$ cat config.mk
export PLATFORM = sky130hd
export DESIGN_NAME = pmba_regs
export DESIGN_NICKNAME = d
export VERILOG_FILES = /design/src/hw/rtl/pmba_pkg.sv /design/src/hw/rtl/pmba_regs.sv
export SDC_FILE = /design/constraint.sdc
export NUM_CORES = 1
export LEC_CHECK = 0
export ABC_CLOCK_PERIOD_IN_PS = 2600
export BUFFER_PORTS_ARGS = -buffer_cell sky130_fd_sc_hd__buf_2
export CORE_UTILIZATION = 47
export DETAILED_ROUTE_END_ITERATION = 10
export PLACE_DENSITY = 0.85
export SLEW_MARGIN = 40
export SYNTH_ARGS = -nofsm -noshare
export SYNTH_HDL_FRONTEND = slang
export SYNTH_SLANG_ARGS = --single-unit
export TNS_END_PERCENT = 50
$ cat constraint.sdc
create_clock -name clk -period 2.6 [get_ports clk]
set_input_delay 0.13 -clock clk [delete_from_list [all_inputs] [get_ports clk]]
set_output_delay 0.13 -clock clk [all_outputs]
set_load 0.01 [all_outputs]
$ cat src/hw/rtl/pmba_pkg.sv
package pmba_pkg;

    localparam int NUM_WIDTH_REGS = 4;
    localparam int WIDTH_W        = 6;
    localparam int COUNT_W        = 14;
    localparam int ENTRY_W        = 13;
    localparam int FIELD_IDX_W    = 2;
    localparam int VALUE_W        = 32;
    localparam int REC_W          = 8;   // width of a record's bit count, at most four fields of 32 bits
    localparam int PROD_W         = ENTRY_W + REC_W;
    localparam int START_W        = PROD_W + 1;
    localparam int ACC_W          = VALUE_W + 8;  // up to five bytes gathered
    localparam int PADDR_W        = 5;
    localparam int REG_IDX_W      = PADDR_W - 2;

    localparam logic [WIDTH_W-1:0] WIDTH_RESET = 6'd8;
    localparam logic [31:0]        BYTE_MASK   = 32'h0000_00FF;

    localparam logic [REG_IDX_W-1:0] REG_WIDTH_0     = 3'd0;
    localparam logic [REG_IDX_W-1:0] REG_WIDTH_1     = 3'd1;
    localparam logic [REG_IDX_W-1:0] REG_WIDTH_2     = 3'd2;
    localparam logic [REG_IDX_W-1:0] REG_WIDTH_3     = 3'd3;
    localparam logic [REG_IDX_W-1:0] REG_ENTRY_COUNT = 3'd4;

    typedef struct packed {
        logic [NUM_WIDTH_REGS-1:0][WIDTH_W-1:0] width;
        logic [COUNT_W-1:0]                     entry_count;
    } cfg_t;

    // Zero or oversized widths act as the maximum field width.
    function automatic logic [WIDTH_W-1:0] eff_width(logic [WIDTH_W-1:0] w,
                                                     logic [WIDTH_W-1:0] max_w);
        logic [WIDTH_W-1:0] r;
        r = w;
        if (w == '0 || w > max_w)
        begin
            r = max_w;
        end
        return r;
    endfunction

endpackage

$ cat src/hw/rtl/pmba_regs.sv
module pmba_regs (
    input  logic                          clk,
    input  logic                          rst_n,
    input  logic                          psel,
    input  logic                          penable,
    input  logic                          pwrite,
    input  logic [pmba_pkg::PADDR_W-1:0]  paddr,
    input  logic [31:0]                   pwdata,
    output logic [31:0]                   prdata,
    output logic                          pready,
    output pmba_pkg::cfg_t                cfg
);

    pmba_pkg::cfg_t                    cfg_reg;
    logic                              wr_en;
    logic [pmba_pkg::REG_IDX_W-1:0]    idx;

    assign pready = 1'b1;
    assign wr_en  = psel && penable && pwrite;
    assign idx    = paddr[pmba_pkg::PADDR_W-1:2];
    assign cfg    = cfg_reg;

    always_ff @(posedge clk or negedge rst_n)
    begin
        if (!rst_n)
        begin
            for (int i = 0; i < pmba_pkg::NUM_WIDTH_REGS; i++)
            begin
                cfg_reg.width[i] <= pmba_pkg::WIDTH_RESET;
            end
            cfg_reg.entry_count <= '0;
        end
        else if (wr_en)
        begin
            case (idx)
                pmba_pkg::REG_WIDTH_0:     cfg_reg.width[0] <= pwdata[pmba_pkg::WIDTH_W-1:0];
                pmba_pkg::REG_WIDTH_1:     cfg_reg.width[1] <= pwdata[pmba_pkg::WIDTH_W-1:0];
                pmba_pkg::REG_WIDTH_2:     cfg_reg.width[2] <= pwdata[pmba_pkg::WIDTH_W-1:0];
                pmba_pkg::REG_WIDTH_3:     cfg_reg.width[3] <= pwdata[pmba_pkg::WIDTH_W-1:0];
                pmba_pkg::REG_ENTRY_COUNT:
                    cfg_reg.entry_count <= pwdata[pmba_pkg::COUNT_W-1:0];
                default: ;
            endcase
        end
    end

    always_comb
    begin
        case (idx)
            pmba_pkg::REG_WIDTH_0:     prdata = 32'(cfg_reg.width[0]);
            pmba_pkg::REG_WIDTH_1:     prdata = 32'(cfg_reg.width[1]);
            pmba_pkg::REG_WIDTH_2:     prdata = 32'(cfg_reg.width[2]);
            pmba_pkg::REG_WIDTH_3:     prdata = 32'(cfg_reg.width[3]);
            pmba_pkg::REG_ENTRY_COUNT: prdata = 32'(cfg_reg.entry_count);
            default:                   prdata = '0;
        endcase
    end

endmodule

=== After elaboration in Yosys (flattened, before gate mapping) ===
Index checks and enable logic that the tools add are counted.

* Flip-flop bits (word level): 38
* Bits of input ports: 42
* Output and inout port bits: 71

* Equality and inequality tests: 4
* Muxes and demuxes: 1
* Reduce and logical (&&, ||, !) cells: 8

{| class="wikitable"
|+ Operator list
! cell !! count
|-
| $pmux 14 s5 || 1
|-
| $reduce_and 2->1 || 5
|-
| $eq 3x2->1 const B || 2
|-
| $eq 3x1->1 const B || 1
|-
| $eq 3x3->1 const B || 1
|-
| $logic_not 3->1 || 1
|-
| $logic_and 1x1->1 || 2
|}

=== Longest topological paths before layout ===
* Word-level depth: 3
* Mapped depth: 5

=== Worst setup path after synthesis ===
No wires, ideal clock.

* Kind: in2out
* From: in paddr[3] (netlist bit)
* To: out prdata[5]
* Data arrival time: 1.215 ns
* Data required time: 2.470 ns
* Setup slack: 1.255 ns
* Stages on the path: 4
* Cell sequence: clkbuf_2 buf_2 mux2_2 a221o_1

* Cells in the longest elaborated chain, start to end: 2

{| class="wikitable"
|+ Ends and longest elaborated chain
! element !! line !! text
|-
| from (decl) || pmba_regs.sv:7 || <nowiki>input logic [pmba_pkg::PADDR_W-1:0] paddr,</nowiki>
|-
| $eq 3x3->1 (tied with other cells) || pmba_regs.sv:49 || <nowiki>case (idx)</nowiki>
|-
| $pmux 14 s5 * || pmba_regs.sv:49 ||
|-
| to (decl) || pmba_regs.sv:9 || <nowiki>output logic [31:0] prdata,</nowiki>
|}

Every way passes the cells marked *; elsewhere a longest branch is shown, timed or not.

=== Worst setup path in the final report ===
* From: in paddr[3] (netlist bit)
* To: out prdata[12]

Same word-level chain as after synthesis.

==> results_dict.tcl <==
set metrics [dict create \
    placed_cells 265 \
    drtIter0Drc 35 \
    synth_edf_count 0 \
    slew_headroom 0.5571 \
    startpoint_type "primary input" \
    htree_levels 2 \
    seqPwrFrac 0.476 \
    cts_tree "done" \
    power.internal_mw 1.167 \
    finalSetupViolCount 0 \
    critPathLaunch "paddr[3]" \
    p_leak_nw 1.284 \
    ys_types 28 \
    grt_use_total 0.1889 \
    hp-class "in -> reg" \
    path_cells "buf_2, nand2b_1, nor2_1, buf_4, and2_1, buf_2" \
    clock_tree.buffer_depth 2 \
    regArea_um2 955.9 \
    maxCapViolCount 0 \
    period_needed_ns 1.621 \
    switchingPower_mw 0.5047 \
    largest_reg_flops 38 \
    fmax_mhz 616.9 \
    cts.clk_slew.worst_paths_ns 0.08 \
    start_util 0.4895 \
    r2r_slack_ns 1.80 \
    setup_tns_ns 0 \
    yosysMostFrequentCell "mux2_2" \
    fin_skew_ns 0 \
    async_flop_share 1.000 \
    dp_hpwl_um 2808 \
    cp_slowest_cell "nor2_1" \
    cp.arrival_ns 1.49 \
    r2r-start "cfg[30]$_DFFE_PN0P_" \
    yosys_register_bits 38 \
    pwr_density_cell_nw_per_um2 700.0 \
    overflow 0 \
    synth_common_cells "mux2_2, dfrtp_1, buf_4" \
    synth_area_per_cell_um2 13.14 \
    io_buffer_count 73 \
    synth_area_leaders "dfrtp_1, mux2_2, buf_4" \
    io_pins 113 \
    drive_gt1_frac 0.6027 \
    die_h_um 66.55 \
    min-delay-start "pwdata[9]" \
    sw_frac_of_total 0.3019 \
    worst_path_most_repeated_cell "buf_2" \
    syn-cell-area_um2 1958 \
    status "complete, no violations" \
    pwr-share-comb 0.270 \
    final_nets 265 \
    crit_type "in -> out" \
    syn-instance-count 149 \
    critPathTopFamily "simple AND/OR/NAND/NOR gates" \
    antenna_left 0 \
    ir_drop_v 0.0004762 \
    yosysTopAreaCell "dfrtp_1" \
    rsz0062_at_grt "false" \
    vias 1376 \
    core_area_um2 4000 \
    cp_num_buf_inv 3 \
    multiInputGateArea_um2 878.3 \
    area_delta_synth_final_pct 21.98 \
    n_antenna_cell 0 \
    cts_resized 0 \
    grt_max_degree 39 \
    dieArea_um2 4428 \
    clkSinkCount 38 \
    clock_power_share 0.254 \
    cts_buffers 5 \
    grt_pass1_wl_um 5927 \
    gp_congestion 0.7646 \
    hold_viol 0 \
    drtPass1Iterations 6 \
    cp_data_required_time_ns 2.47 \
    yosysWarnings 0 \
    vias_per_cell 5.022 \
    cts_root_buffer "clkbuf_8" \
    yosysTopAreaCellShare 0.4345 \
    worstSetupEndpointType "primary output" \
    seq_area_frac_synth 0.4882 \
    worst-path-max-fanout 17 \
    finalCritPeriodShare 0.6234 \
    wl_per_cell_um 14.40 \
    insertion_delay_ns 0.29 \
    slowest_delay_ns 0.42 \
    die_width_um 66.55 \
    grt_pass1_vias 1197 \
    drc 0 \
    finalWirelength_um 3946 \
    finalNonFillerCells 274 \
    n_fill_cell 337 \
    grt_antenna_before_repair 0 \
    synth_flop_cell "dfrtp_1" \
    slew_viol_final 0 \
    rows 23 \
    worstMarginPinSlew_ns 0.6607 \
]
## cells by family after synthesis
kind of cell	count (synthesis)	synth area share
simple gates	26	0.08690
other cells	2	0.003835
flops	38	0.4882
buf+inv	27	0.09584
mux	48	0.2901
compound gates	8	0.03515
## layer usage
| layer | vias up | part of all wire | GRT usage |
|---|---|---|---|
| li1 | 636 | - | - |
| met1 | 672 | 0.45 | 0.2418 |
| met2 | 62 | 0.48 | 0.2967 |
| met3 | 6 | 0.060 | 0.05651 |
| met4 | 0 | 0.014 | 0.07447 |
| met5 | - | 0 | 0 |
## power groups by stage
stage / logic, mW / clock network [mW] / registers [mW]
2_1_floorplan: 0.227 / 0 / 0.855
3_3_place_gp: 0.440 / 0 / 0.805
3_5_place_dp: 0.454 / 0 / 0.807
4_1_cts: 0.455 / 0.446 / 0.797
5_1_grt: 0.490 / 0.460 / 0.815
6_report: 0.451 / 0.425 / 0.796
## layout make-up
cell class                      count  share of cell area
Tap cell                           50             0.02619
Sequential cell                    38              0.4002
Clock inverter                      2            0.005238
Multi-Input combinational cell    101              0.3677
Inverter                            1            0.001572
Clock buffer                        6             0.03457
Timing Repair Buffer               76              0.1645
## stage by stage
stage	power [mW]	worst slack, ns	util	area [um^2]	hold slack [ns]
final	1.672	0.9791	0.5971	2389	0.05937
after global routing	1.765	0.8761	0.5971	2389	0.05062
after CTS	1.697	0.9721	0.5965	2386	0.05084
after detailed placement	1.261	0.9699	0.5702	2281	0.2799
after global placement	1.245	1.001	0.5702	2281	0.2704
after floorplan	1.083	1.255	-	2022	-0.1656
## path summary, 6_finish.rpt
check,cells past startpoint,end
max in group asynchronous,2,cfg[23]$_DFFE_PN1P_
min in group asynchronous,2,cfg[4]$_DFFE_PN0P_
max,6,prdata[12]
min reg2reg,1,cfg[13]$_DFFE_PN0P_
max reg2reg,1,cfg[30]$_DFFE_PN0P_
min,2,cfg[9]$_DFFE_PN0P_
## what timing repair did
| action | in CTS | in global routing |
|---|---|---|
| hold buffers | 1 | 0 |
| buffers inserted | 0 | 0 |
| hold endpoints to repair | 34 | 0 |
| setup endpoints to repair | 0 | 0 |
## layout by cell type, fill, tap and decap left out
cell	Yosys	final
mux4_2	1	1
and3b_1	1	1
nand4b_4	1	1
buf_4	20	3
and2_1	8	8
o22ai_1	1	1
nor2_2	3	3
clkinv_2	0	1
or3_1	1	1
a31oi_1	1	1
dlygate4sd3_1	0	1
conb_1	2	19
nor2_1	6	6
nand3_1	1	1
nand4_1	1	1
a221o_1	4	4
nor3_2	1	1
mux2i_1	5	5
clkbuf_8	0	6
clkinvlp_4	0	1
mux2_2	36	36
dfstp_2	4	4
buf_2	2	72
dfrtp_1	34	34
inv_1	1	1
mux2_4	6	6
a22o_1	1	1
nand2b_1	3	3
o21a_1	1	1
(Power assumes the default switching activity.)
